$ cat src/rtl/s256_pkg.sv
// Shared types, constants and round-constant table for the SHA-256 stream hasher.
`default_nettype none

package s256_pkg;

   localparam int WordBits  = 32;
   localparam int BlockBits = 512;
   localparam int DigBits   = 256;
   localparam int PartBits  = 64;
   localparam int LenBits   = 64;

   localparam logic [5:0] FILL_FULL = 6'd63;  // byte put at this fill completes the block
   localparam logic [5:0] LEN_FILL  = 6'd56;  // length field goes in at this fill
   localparam logic [5:0] RND_LAST  = 6'd63;
   localparam logic [7:0] PAD_MARK  = 8'h80;
   localparam logic [1:0] PART_LAST = 2'd3;

   // command from controller to datapath
   typedef struct packed {
      logic       put_byte;   // shift one byte into the block buffer
      logic       from_req;   // byte comes from the request beat
      logic       mark;       // byte is the pad marker, else zero
      logic       count;      // add the byte to the message length
      logic       put_len;    // shift the 64-bit length into the buffer
      logic       load;       // working variables <= chaining words
      logic       round;      // one compression round
      logic [5:0] rnd;        // round number
      logic       update;     // fold working variables into chaining words
      logic       final_blk;  // last block of the message: emit digest, restart
   } cmd_type;

   // status from datapath to controller
   typedef struct packed {
      logic [5:0] fill;
      logic       out_busy;
   } stat_type;

   function automatic logic [WordBits-1:0] init_word(input logic [2:0] idx);
      logic [WordBits-1:0] v;
      case (idx)
         3'd0:    v = 32'h6a09e667;
         3'd1:    v = 32'hbb67ae85;
         3'd2:    v = 32'h3c6ef372;
         3'd3:    v = 32'ha54ff53a;
         3'd4:    v = 32'h510e527f;
         3'd5:    v = 32'h9b05688c;
         3'd6:    v = 32'h1f83d9ab;
         default: v = 32'h5be0cd19;
      endcase
      return v;
   endfunction

   function automatic logic [WordBits-1:0] round_k(input logic [5:0] idx);
      logic [WordBits-1:0] v;
      case (idx)
         6'd0:  v = 32'h428a2f98;  6'd1:  v = 32'h71374491;
         6'd2:  v = 32'hb5c0fbcf;  6'd3:  v = 32'he9b5dba1;
         6'd4:  v = 32'h3956c25b;  6'd5:  v = 32'h59f111f1;
         6'd6:  v = 32'h923f82a4;  6'd7:  v = 32'hab1c5ed5;
         6'd8:  v = 32'hd807aa98;  6'd9:  v = 32'h12835b01;
         6'd10: v = 32'h243185be;  6'd11: v = 32'h550c7dc3;
         6'd12: v = 32'h72be5d74;  6'd13: v = 32'h80deb1fe;
         6'd14: v = 32'h9bdc06a7;  6'd15: v = 32'hc19bf174;
         6'd16: v = 32'he49b69c1;  6'd17: v = 32'hefbe4786;
         6'd18: v = 32'h0fc19dc6;  6'd19: v = 32'h240ca1cc;
         6'd20: v = 32'h2de92c6f;  6'd21: v = 32'h4a7484aa;
         6'd22: v = 32'h5cb0a9dc;  6'd23: v = 32'h76f988da;
         6'd24: v = 32'h983e5152;  6'd25: v = 32'ha831c66d;
         6'd26: v = 32'hb00327c8;  6'd27: v = 32'hbf597fc7;
         6'd28: v = 32'hc6e00bf3;  6'd29: v = 32'hd5a79147;
         6'd30: v = 32'h06ca6351;  6'd31: v = 32'h14292967;
         6'd32: v = 32'h27b70a85;  6'd33: v = 32'h2e1b2138;
         6'd34: v = 32'h4d2c6dfc;  6'd35: v = 32'h53380d13;
         6'd36: v = 32'h650a7354;  6'd37: v = 32'h766a0abb;
         6'd38: v = 32'h81c2c92e;  6'd39: v = 32'h92722c85;
         6'd40: v = 32'ha2bfe8a1;  6'd41: v = 32'ha81a664b;
         6'd42: v = 32'hc24b8b70;  6'd43: v = 32'hc76c51a3;
         6'd44: v = 32'hd192e819;  6'd45: v = 32'hd6990624;
         6'd46: v = 32'hf40e3585;  6'd47: v = 32'h106aa070;
         6'd48: v = 32'h19a4c116;  6'd49: v = 32'h1e376c08;
         6'd50: v = 32'h2748774c;  6'd51: v = 32'h34b0bcb5;
         6'd52: v = 32'h391c0cb3;  6'd53: v = 32'h4ed8aa4a;
         6'd54: v = 32'h5b9cca4f;  6'd55: v = 32'h682e6ff3;
         6'd56: v = 32'h748f82ee;  6'd57: v = 32'h78a5636f;
         6'd58: v = 32'h84c87814;  6'd59: v = 32'h8cc70208;
         6'd60: v = 32'h90befffa;  6'd61: v = 32'ha4506ceb;
         6'd62: v = 32'hbef9a3f7;  6'd63: v = 32'hc67178f2;
         default: v = 32'h0;
      endcase
      return v;
   endfunction

endpackage

`default_nettype wire

$ cat src/rtl/sha256_stream_hasher.sv
// Intake: each accepted beat with req_byte_valid set puts one byte; a full 64-byte block then
// holds the request side off through load, 64 rounds and the chaining update.
// After the last beat: up to 64 pad bytes, the length and one or two compressions,
// then four digest beats (a prior digest must drain first).
// The single round unit bounds throughput: no bytes are taken while a block is compressed.
// Reset (synchronous): initial hash values loaded, byte and bit counts cleared, no output.
`default_nettype none

module sha256_stream_hasher (
   input  wire logic        clock,
   input  wire logic        reset,
   input  wire logic        req_valid,
   output logic             req_ready,
   input  wire logic [7:0]  req_data_byte,
   input  wire logic        req_byte_valid,
   input  wire logic        req_last_byte,
   output logic             rsp_valid,
   input  wire logic        rsp_ready,
   output logic [63:0]      rsp_digest_part,
   output logic             rsp_part_last
);
   import s256_pkg::*;

   cmd_type  cmd;
   stat_type stat;

   s256_ctrl u_ctrl (
      .clock          (clock),
      .reset          (reset),
      .req_valid      (req_valid),
      .req_byte_valid (req_byte_valid),
      .req_last_byte  (req_last_byte),
      .req_ready      (req_ready),
      .stat           (stat),
      .cmd            (cmd)
   );

   s256_dp u_dp (
      .clock           (clock),
      .reset           (reset),
      .cmd             (cmd),
      .req_data_byte   (req_data_byte),
      .stat            (stat),
      .rsp_valid       (rsp_valid),
      .rsp_ready       (rsp_ready),
      .rsp_digest_part (rsp_digest_part),
      .rsp_part_last   (rsp_part_last)
   );

endmodule

`default_nettype wire

$ cat src/rtl/s256_ctrl.sv
// Controller state machine: byte intake, padding sequence and compression rounds.
`default_nettype none

module s256_ctrl (
   input  wire logic               clock,
   input  wire logic               reset,
   input  wire logic               req_valid,
   input  wire logic               req_byte_valid,
   input  wire logic               req_last_byte,
   output logic                    req_ready,
   input  wire s256_pkg::stat_type stat,
   output s256_pkg::cmd_type       cmd
);
   import s256_pkg::*;

   typedef enum logic [4:0] {
      ST_IDLE   = 5'b00001,
      ST_PAD    = 5'b00010,
      ST_LOAD   = 5'b00100,
      ST_ROUND  = 5'b01000,
      ST_UPDATE = 5'b10000
   } state_type;

   state_type  state_ff, state_in;
   logic [5:0] rnd_ff, rnd_in;
   logic       pad_active_ff, pad_active_in;  // message ended, padding in progress
   logic       pad_first_ff, pad_first_in;    // marker byte still to go
   logic       final_ff, final_in;            // block in flight carries the length

   assign req_ready = (state_ff == ST_IDLE);

   always_comb begin
      state_in      = state_ff;
      rnd_in        = rnd_ff;
      pad_active_in = pad_active_ff;
      pad_first_in  = pad_first_ff;
      final_in      = final_ff;
      cmd           = '0;
      cmd.rnd       = rnd_ff;
      cmd.final_blk = final_ff;

      case (state_ff)
         ST_IDLE: begin
            if (req_valid) begin
               if (req_last_byte) begin
                  pad_active_in = 1'b1;
                  pad_first_in  = 1'b1;
                  state_in      = ST_PAD;
               end
               if (req_byte_valid) begin
                  cmd.put_byte = 1'b1;
                  cmd.from_req = 1'b1;
                  cmd.count    = 1'b1;
                  if (stat.fill == FILL_FULL) begin
                     state_in = ST_LOAD;
                  end
               end
            end
         end
         ST_PAD: begin
            if (pad_first_ff) begin
               cmd.put_byte = 1'b1;
               cmd.mark     = 1'b1;
               pad_first_in = 1'b0;
               if (stat.fill == FILL_FULL) begin
                  state_in = ST_LOAD;
               end
            end else if (stat.fill == LEN_FILL) begin
               cmd.put_len = 1'b1;
               final_in    = 1'b1;
               state_in    = ST_LOAD;
            end else begin
               cmd.put_byte = 1'b1;
               if (stat.fill == FILL_FULL) begin
                  state_in = ST_LOAD;
               end
            end
         end
         ST_LOAD: begin
            cmd.load = 1'b1;
            rnd_in   = '0;
            state_in = ST_ROUND;
         end
         ST_ROUND: begin
            cmd.round = 1'b1;
            rnd_in    = rnd_ff + 6'd1;
            if (rnd_ff == RND_LAST) begin
               state_in = ST_UPDATE;
            end
         end
         ST_UPDATE: begin
            // final block waits until the previous digest has drained
            if (!(final_ff && stat.out_busy)) begin
               cmd.update = 1'b1;
               if (final_ff) begin
                  final_in      = 1'b0;
                  pad_active_in = 1'b0;
                  state_in      = ST_IDLE;
               end else if (pad_active_ff) begin
                  state_in = ST_PAD;
               end else begin
                  state_in = ST_IDLE;
               end
            end
         end
         default: begin
            state_in = ST_IDLE;
         end
      endcase
   end

   always_ff @(posedge clock) begin
      if (reset) begin
         state_ff      <= ST_IDLE;
         rnd_ff        <= '0;
         pad_active_ff <= 1'b0;
         pad_first_ff  <= 1'b0;
         final_ff      <= 1'b0;
      end else begin
         state_ff      <= state_in;
         rnd_ff        <= rnd_in;
         pad_active_ff <= pad_active_in;
         pad_first_ff  <= pad_first_in;
         final_ff      <= final_in;
      end
   end

   a_final_only_padding: assert property (@(posedge clock) disable iff (reset)
      final_ff |-> pad_active_ff)
      else $error("final block flagged outside padding");

   a_round_count: assert property (@(posedge clock) disable iff (reset)
      (state_ff == ST_ROUND && rnd_ff == RND_LAST) |=> state_ff == ST_UPDATE)
      else $error("round sequence did not end in update");

   a_no_beat_when_busy: assert property (@(posedge clock) disable iff (reset)
      (state_ff != ST_IDLE) |-> !cmd.from_req)
      else $error("request byte taken outside idle");

endmodule

`default_nettype wire

$ cat src/rtl/s256_dp.sv
// Datapath: block shift buffer, message schedule, round logic, chaining words, digest output.
`default_nettype none

module s256_dp (
   input  wire logic              clock,
   input  wire logic              reset,
   input  wire s256_pkg::cmd_type cmd,
   input  wire logic [7:0]        req_data_byte,
   output s256_pkg::stat_type     stat,
   output logic                   rsp_valid,
   input  wire logic              rsp_ready,
   output logic [63:0]            rsp_digest_part,
   output logic                   rsp_part_last
);
   import s256_pkg::*;

   function automatic logic [WordBits-1:0] ror(input logic [WordBits-1:0] x, input int n);
      logic [2*WordBits-1:0] t;
      t = {x, x} >> n;
      return t[WordBits-1:0];
   endfunction

   logic [BlockBits-1:0] blk_ff, blk_in;     // word 0 of the block sits at the top
   logic [5:0]           fill_ff, fill_in;
   logic [LenBits-1:0]   bits_ff, bits_in;
   logic [WordBits-1:0]  chain_ff [8];
   logic [WordBits-1:0]  chain_in [8];
   logic [WordBits-1:0]  wk_ff [8];
   logic [WordBits-1:0]  wk_in [8];
   logic [DigBits-1:0]   out_ff, out_in;
   logic [1:0]           part_ff, part_in;
   logic                 out_busy_ff, out_busy_in;

   logic [7:0]          put_val;
   logic [WordBits-1:0] w_cur, w_new, s0, s1;
   logic [WordBits-1:0] t1, t2, big1, big0, ch, maj;
   logic [DigBits-1:0]  digest;
   logic                rsp_beat;

   assign stat.fill     = fill_ff;
   assign stat.out_busy = out_busy_ff;

   assign rsp_valid       = out_busy_ff;
   assign rsp_digest_part = out_ff[DigBits-1 -: PartBits];
   assign rsp_part_last   = (part_ff == PART_LAST);
   assign rsp_beat        = rsp_valid && rsp_ready;

   // schedule window: top word is W[t], next ones W[t+1] ... W[t+15]
   assign w_cur = blk_ff[511:480];
   assign s0    = ror(blk_ff[479:448], 7) ^ ror(blk_ff[479:448], 18) ^ (blk_ff[479:448] >> 3);
   assign s1    = ror(blk_ff[63:32], 17) ^ ror(blk_ff[63:32], 19) ^ (blk_ff[63:32] >> 10);
   assign w_new = s1 + blk_ff[223:192] + s0 + w_cur;

   assign big1 = ror(wk_ff[4], 6) ^ ror(wk_ff[4], 11) ^ ror(wk_ff[4], 25);
   assign big0 = ror(wk_ff[0], 2) ^ ror(wk_ff[0], 13) ^ ror(wk_ff[0], 22);
   assign ch   = (wk_ff[4] & wk_ff[5]) ^ (~wk_ff[4] & wk_ff[6]);
   assign maj  = (wk_ff[0] & wk_ff[1]) ^ (wk_ff[0] & wk_ff[2]) ^ (wk_ff[1] & wk_ff[2]);
   assign t1   = wk_ff[7] + big1 + ch + round_k(cmd.rnd) + w_cur;
   assign t2   = big0 + maj;

   assign put_val = cmd.from_req ? req_data_byte : (cmd.mark ? PAD_MARK : 8'h00);

   always_comb begin
      blk_in  = blk_ff;
      fill_in = fill_ff;
      bits_in = bits_ff;
      if (cmd.put_byte) begin
         blk_in  = {blk_ff[BlockBits-9:0], put_val};
         fill_in = fill_ff + 6'd1;
      end else if (cmd.put_len) begin
         blk_in  = {blk_ff[BlockBits-LenBits-1:0], bits_ff};
         fill_in = fill_ff + 6'd8;
      end else if (cmd.round) begin
         blk_in = {blk_ff[BlockBits-WordBits-1:0], w_new};
      end
      if (cmd.count) begin
         bits_in = bits_ff + 64'd8;
      end else if (cmd.update && cmd.final_blk) begin
         bits_in = '0;
      end
   end

   always_comb begin
      for (int i = 0; i < 8; i++) begin
         wk_in[i] = wk_ff[i];
      end
      if (cmd.load) begin
         for (int i = 0; i < 8; i++) begin
            wk_in[i] = chain_ff[i];
         end
      end else if (cmd.round) begin
         for (int i = 1; i < 8; i++) begin
            wk_in[i] = wk_ff[i-1];
         end
         wk_in[4] = wk_ff[3] + t1;
         wk_in[0] = t1 + t2;
      end
   end

   always_comb begin
      for (int i = 0; i < 8; i++) begin
         digest[DigBits-1-WordBits*i -: WordBits] = chain_ff[i] + wk_ff[i];
         chain_in[i] = chain_ff[i];
      end
      out_in      = out_ff;
      part_in     = part_ff;
      out_busy_in = out_busy_ff;
      if (rsp_beat) begin
         out_in  = {out_ff[DigBits-PartBits-1:0], {PartBits{1'b0}}};
         part_in = part_ff + 2'd1;
         if (part_ff == PART_LAST) begin
            out_busy_in = 1'b0;
         end
      end
      if (cmd.update) begin
         for (int i = 0; i < 8; i++) begin
            chain_in[i] = cmd.final_blk ? init_word(3'(i))
                                        : digest[DigBits-1-WordBits*i -: WordBits];
         end
         if (cmd.final_blk) begin
            out_in      = digest;
            part_in     = '0;
            out_busy_in = 1'b1;
         end
      end
   end

   always_ff @(posedge clock) begin
      blk_ff <= blk_in;
      out_ff <= out_in;
      for (int i = 0; i < 8; i++) begin
         wk_ff[i] <= wk_in[i];
      end
   end

   always_ff @(posedge clock) begin
      if (reset) begin
         fill_ff     <= '0;
         bits_ff     <= '0;
         part_ff     <= '0;
         out_busy_ff <= 1'b0;
         for (int i = 0; i < 8; i++) begin
            chain_ff[i] <= init_word(3'(i));
         end
      end else begin
         fill_ff     <= fill_in;
         bits_ff     <= bits_in;
         part_ff     <= part_in;
         out_busy_ff <= out_busy_in;
         for (int i = 0; i < 8; i++) begin
            chain_ff[i] <= chain_in[i];
         end
      end
   end

   a_len_at_56: assert property (@(posedge clock) disable iff (reset)
      cmd.put_len |-> fill_ff == LEN_FILL)
      else $error("length inserted at wrong fill");

   a_load_full_block: assert property (@(posedge clock) disable iff (reset)
      cmd.load |-> fill_ff == 6'd0)
      else $error("compression started on a partial block");

   a_digest_no_overwrite: assert property (@(posedge clock) disable iff (reset)
      (cmd.update && cmd.final_blk) |-> !out_busy_ff)
      else $error("digest overwritten before it drained");

   a_drain_ends: assert property (@(posedge clock) disable iff (reset)
      (rsp_beat && part_ff == PART_LAST) |=> !out_busy_ff)
      else $error("output still busy after fourth part");

endmodule

`default_nettype wire
$ cat config.mk
export PLATFORM = sky130hd
export DESIGN_NAME = sha256_stream_hasher
export DESIGN_NICKNAME = d
export VERILOG_FILES = /design/src/rtl/s256_pkg.sv /design/src/rtl/sha256_stream_hasher.sv /design/src/rtl/s256_ctrl.sv /design/src/rtl/s256_dp.sv
export SDC_FILE = /design/constraint.sdc
export NUM_CORES = 2
export LEC_CHECK = 0
export BUFFER_PORTS_ARGS = -buffer_cell sky130_fd_sc_hd__buf_2
export CELL_PAD_IN_SITES_DETAIL_PLACEMENT = 1
export CELL_PAD_IN_SITES_GLOBAL_PLACEMENT = 2
export CORE_ASPECT_RATIO = 0.9
export CORE_MARGIN = 3
export CORE_UTILIZATION = 43
export DETAILED_ROUTE_END_ITERATION = 10
export PLACE_DENSITY_LB_ADDON = 0.1
export SLEW_MARGIN = 20
export SYNTH_ARGS = -nofsm -noshare
export SYNTH_HDL_FRONTEND = slang
export SYNTH_SLANG_ARGS = --single-unit
$ cat constraint.sdc
create_clock -name clock -period 37.9 [get_ports clock]
set_clock_uncertainty 0.05 [all_clocks]
set_input_delay 11.37 -clock clock [delete_from_list [all_inputs] [get_ports clock]]
set_output_delay 11.37 -clock clock [all_outputs]
set_load 0.01 [all_outputs]
# Word-level counts from Yosys, hierarchy flattened
# Memory sizes are Yosys's and may differ from the RTL's. A register that Yosys moved wholly into a read port is not among the register bits.
# Index checks and enable logic that the tools add are counted.
# W data, S select, Z words.
# word_totals
reg_bits	855
ramBits	512
romBits	2048
input_bits	14
output_inout_bits	67
wordCells	184
memories	3
# classes
addsub	23
eq_ne	16
n_mux	92
n_bitwise	25
reduce_logical	14
# memory_table
name	words	width	rd	rd_ports_with_merged_regs	wr	line_no	text
(name not given)	64	32	1	1	0	s256_pkg.sv:55	case (idx)
u_dp.chain_ff	8	32	8	0	8	s256_dp.sv:26	logic [WordBits-1:0] chain_ff [8];
u_dp.wk_ff	8	32	8	0	8	s256_dp.sv:28	logic [WordBits-1:0] wk_ff [8];
# op_table
operator	n
$mux W256	6
$mux W512	3
$mux W32	24
$add A32 B32 Y32	18
$xor A32 B32 Y32	9
$and A32 B32 Y32	5
$mux W64	2
$add A64 B4 Y64 const B	1
$mux W5	10
$not A32 Y32	1
$xor A32 B22 Y32	1
$xor A32 B29 Y32	1
$mux W1	29
$pmux W5 S5	1
$mux W6	4
$eq A6 B6 Y1 const B	3
$mux W8	2
$add A6 B1 Y6 const B	2
$mux W2	6
$pmux W6 S2	1
$reduce_bool A2 Y1	6
$ne A2 B1 Y1 const B	4
$or A1 B1 Y1	8
$pmux W1 S2	4
other kinds (14)	19

# Longest topological paths before layout
# An unclocked memory read counts as a cell.
# logic_depth
word_depth	10
depth_mapped	34

# Cells and area by module
# A second synthesis with hierarchy kept.
# hier_totals
hier_cells	9427
area_unflattened_um2	87163.6
# modules_own_cells
mod	instances	cells_each	area_per_inst_um2	seq_area_each_um2
s256_dp	1	9324	86342.8	34713.3
s256_ctrl	1	103	820.8	280.3

# Worst setup path after synthesis
# Ideal clock, no wire load.
# synth_timing
path_type	input to register
startpoint	input req_valid
endpoint	register u_dp.blk_ff[0] (enable)
setup_time_ns	3.650
arrival_time_ns	20.296
required_ns	34.200
slack_ns	13.904
stages	4
n_path_buf	1
path_cell_list	and3_1 > clkbuf_1 > nor2_1 > nand2_1
# synth_via
elab_chain_cells	3
# synth_rtl
element	line_no	text
start: declaration	sha256_stream_hasher.sv:12	input wire logic req_valid,
$mux W2	s256_ctrl.sv:44	if (req_valid) begin
$pmux W1 S2	s256_ctrl.sv:42	case (state_ff)
$reduce_bool A3 Y1 (no line)	n/a	
end signal: assignment	s256_dp.sv:129	blk_ff <= blk_in;
end: declaration	s256_dp.sv:23	logic [BlockBits-1:0] blk_ff, blk_in;
# Every way passes these cells.
# A chain may end at the register's enable or synchronous reset.

# Worst setup path in the final report
# layout_timing
startpoint	input req_valid
endpoint	register u_dp.blk_ff[385], data pin
# layout_via
elab_chain_cells	3
# layout_rtl
element	line_no	text
$mux W2	s256_ctrl.sv:44	
$pmux W1 S2	s256_ctrl.sv:42	
$mux W512	s256_dp.sv:67	if (cmd.put_byte) begin
net u_dp.blk_in[385]	s256_dp.sv:23	
# The timed path passes the listed nets, and every way through them passes these cells.

==> out/results.txt <==
Number of antenna violations at the first check in global routing: 12. The overall overflow remaining after global route is 0, and the average detailed-routed wire length per instance is 27.19 µm. The via count was 77520. The area growth from synthesis to layout is 8.420%. The starting density of the core is 0.4338. The count of state elements after synthesis is 1396, and the relative slew slack is 0.2420.

Setup repair after global routing left no endpoint under its margin. The die is 433.7 µm tall. The highest fanout seen on the critical path came out at 94. The tightest min-delay check is of the reg2reg type.

The initialized floorplan defines 156 standard-cell rows. Setup slack on the worst reg-to-reg path comes out at 28.93 ns. The top-area cell type share of the netlist area was 0.2639; the internal cell power was 3.505 mW. For the part of the total power dissipated in combinational logic, the log shows 0.352. The fraction of layout instances using a drive strength above 1 is 0.05076, and the leakage power is 38.62 nW. STA puts the critical path data arrival time at 16.12 ns. Category of the critical setup timing path: in2reg.

The commonest cells after synthesis are nand2_1 (2428), nor2_1 (1120), edfxtp_1 (768). The total power was 5.634 mW. After detailed placement, the total cell area comes to 89270 µm². The tools report the kind of end point of the critical path as a flop. In the routed design, unresolved DRC markers number 0. The worst path needs 15.67 ns of the cycle, external delays included. The top-level port count was 81.

The sum of negative setup slack came out at 0 ns. The analysis attributes to net switching a power of 2.129 mW. Final hold violation count: 0. The run gives 76230 as the number of global-route vias before repair. The total track usage is 0.3270.

The flow ran to the end, and the final reports show no timing, DRC or antenna violations. Clock tree synthesis selected as its root buffer the cell clkbuf_16. Clock tree synthesis found a total of 1396 sinks. The async set or reset register ratio after synthesis came out at 0. The worst setup path is launched from an input pin.

The HPWL after detailed placement is 253900 µm. After clock tree synthesis, the setup repair step added 0 buffers. Cell with the most instances after synthesis: nand2_1. For the deepest clock path buffer count, the log shows 3.

For the number of nets in the synthesized netlist, the log shows 10990. In this run the remaining antenna-violating nets after routing total 0. Dividing the detail-routed via count by the number of cells gives 6.030.

The total of buffers placed on input and output ports came out at 80. The die is 481.2 µm wide. Final instance area: 94740 µm². For the part of the power in the clock network, the log shows 0.291. The mapped netlist covers 87390 µm². The run gives 165 as the number of buffers inserted during clock tree synthesis. Setup violations remaining at the end of the flow were counted as 0.

After clock tree synthesis, the clock-pin slew on the worst setup and hold paths is 0.06 ns. The maximum number of pins on one net before global-route repair is 265. The clock network latency to the later pin of the worst-skew pair came out at 0.83 ns. In the post-synthesis netlist, the biggest area contributors are edfxtp_1 (26%), dfxtp_1 (14%), nand2_1 (10%), ha_1 (5.6%), nor2_1 (4.8%). TritonCTS built the clock tree. The number of hold buffers added after CTS was 0. The first global-routing pass estimated 511500 µm of wire. The share of power burned in registers is 0.357, and the switching share of total power is 0.3779. For this block, the routed nets add up to 349500 µm of wire.

The first TritonRoute pass finished after 6 iterations. The share of the yosys chip area belonging to registers is 0.4078, and the power density relative to cell area is 59.47 nW/µm². Synthesis produced a netlist whose cell count is 10390. The count of routing violations after the opening detailed-route iteration came out at 8177.

The share of the clock period used by the worst path works out to 0.4134. After synthesis, the mean cell area works out to 8.413 µm². After synthesis, the netlist uses 87 different library cells.

The run gives 208700 µm² as the die area. STA puts the critical path data required time at 38.35 ns. The main flop type after synthesis was edfxtp_1. The count of final max-slew check failures was 0.

The run gives 63.82 MHz as the timing-limited maximum frequency. The net count of the finished layout is 10630. The worst-case IR drop observed on VDD is 0.06351 mV.

The slew at the pin closest to its max-slew limit works out to 1.132 ns. The biggest area contributor in the post-synthesis netlist is edfxtp_1. After clock tree synthesis, the repair step resized 0 gates. Max-cap violations in this run came to 0. The Yosys step of the flow raised 0 warnings. The area of the core region is 201400 µm². The H-tree generated during clock tree synthesis spans 4 levels. The final weighted congestion in routability-driven placement was 0.9503; the number of synthesized flops with an enable pin was 768. The core utilization of the finished layout is 0.4704.
placed cells by master (no fill, tap or decap), types with 351 or more instances in the layout:
cell | netlist | routed
nand2_1 | 2428 | 2420
nor2_1 | 1120 | 1113
edfxtp_1 | 768 | 768
a31oi_1 | 639 | 639
dfxtp_1 | 628 | 628
a21oi_1 | 543 | 540
xnor2_1 | 427 | 427
ha_1 | 394 | 394
o21ai_0 | 384 | 384
inv_1 | 352 | 351
power by group through the flow:
stage | logic [mW] | registers, mW | clock network (mW)
6_report | 1.99 | 2.01 | 1.64
3_3_place_gp | 1.85 | 2.03 | 0
3_5_place_dp | 1.91 | 2.03 | 0
5_1_grt | 2.16 | 2.02 | 1.73
2_1_floorplan | 1.32 | 1.96 | 0
4_1_cts | 1.92 | 2.00 | 1.67
final timing paths:
check / startpoint / endpoint / cells after the start
setup / recovery: req_valid / u_dp.blk_ff[385] / 10
hold / removal: u_dp.out_ff[56] / u_dp.out_ff[56] / 2
setup reg to reg: u_dp.wk_ff[4][1] / u_dp.wk_ff[0][31] / 31
hold reg to reg: u_dp.out_ff[56] / u_dp.out_ff[56] / 2
worst max-delay path: stages:
cell and delay, ns:
buf_2 0.12, and3_1 0.16, buf_4 0.20, a21oi_4 0.14
buf_4 0.71, buf_4 0.83, buf_4 0.71, buf_4 0.71
buf_4 0.76, a31oi_1 0.20
cell families (layout without fill, tap and decap cells):
family	count (synthesis)	count (layout)	share of synthesized area
adders and majority gates	610	610	0.1035
xor gates and xnor gates	597	597	0.05984
AOI/OAI and AO/OA	2391	2391	0.1730
muxes	69	69	0.008104
and+or+nand+nor	4238	4238	0.1983
buffers and inverters	1086	865	0.04948
other	0	3	0
DFF	1396	1396	0.4078
flip-flops by register name (all words and copies together), names as in the netlist, named ones only:
register / cells
u_ctrl.final_ff: 1
u_dp.out_ff: 256
u_dp.fill_ff: 6
u_ctrl.state_ff: 5
u_dp.bits_ff: 61
u_ctrl.pad_active_ff: 1
u_ctrl.rnd_ff: 6
u_dp.part_ff: 2
u_ctrl.pad_first_ff: 1
u_dp.blk_ff: 512
u_dp.chain_ff: 256
u_dp.rsp_valid: 1
u_dp.wk_ff: 256
metrics by stage:
step	setup slack (ns)	hold WS, ns	std cells
floorplan	13.90	0.3654	10390
finish	22.23	0.4061	12860
global placement	21.57	0.3837	12540
global route	21.88	0.4113	12850
detailed placement	21.46	0.3920	12540
CTS	22.35	0.4019	12850
routing by layer:
metal,part of all wire,track usage,routed length (µm)
met4,0.031,0.09537,10860
met5,0,0,0
met2,0.41,0.4670,143800
met1,0.48,0.5019,167000
met3,0.080,0.05370,27900
cell type report:
type	count	area, µm²
timing repair buffer	201	1398
inverter	354	1336
sequential	1396	35630
tap	2686	3361
antenna	3	7.507
fill	23610	106700
multi-input combinational	7905	47570
clock inverter	71	629.4
clock buffer	239	4811
No activity file was read; power rests on OpenSTA's default activity.
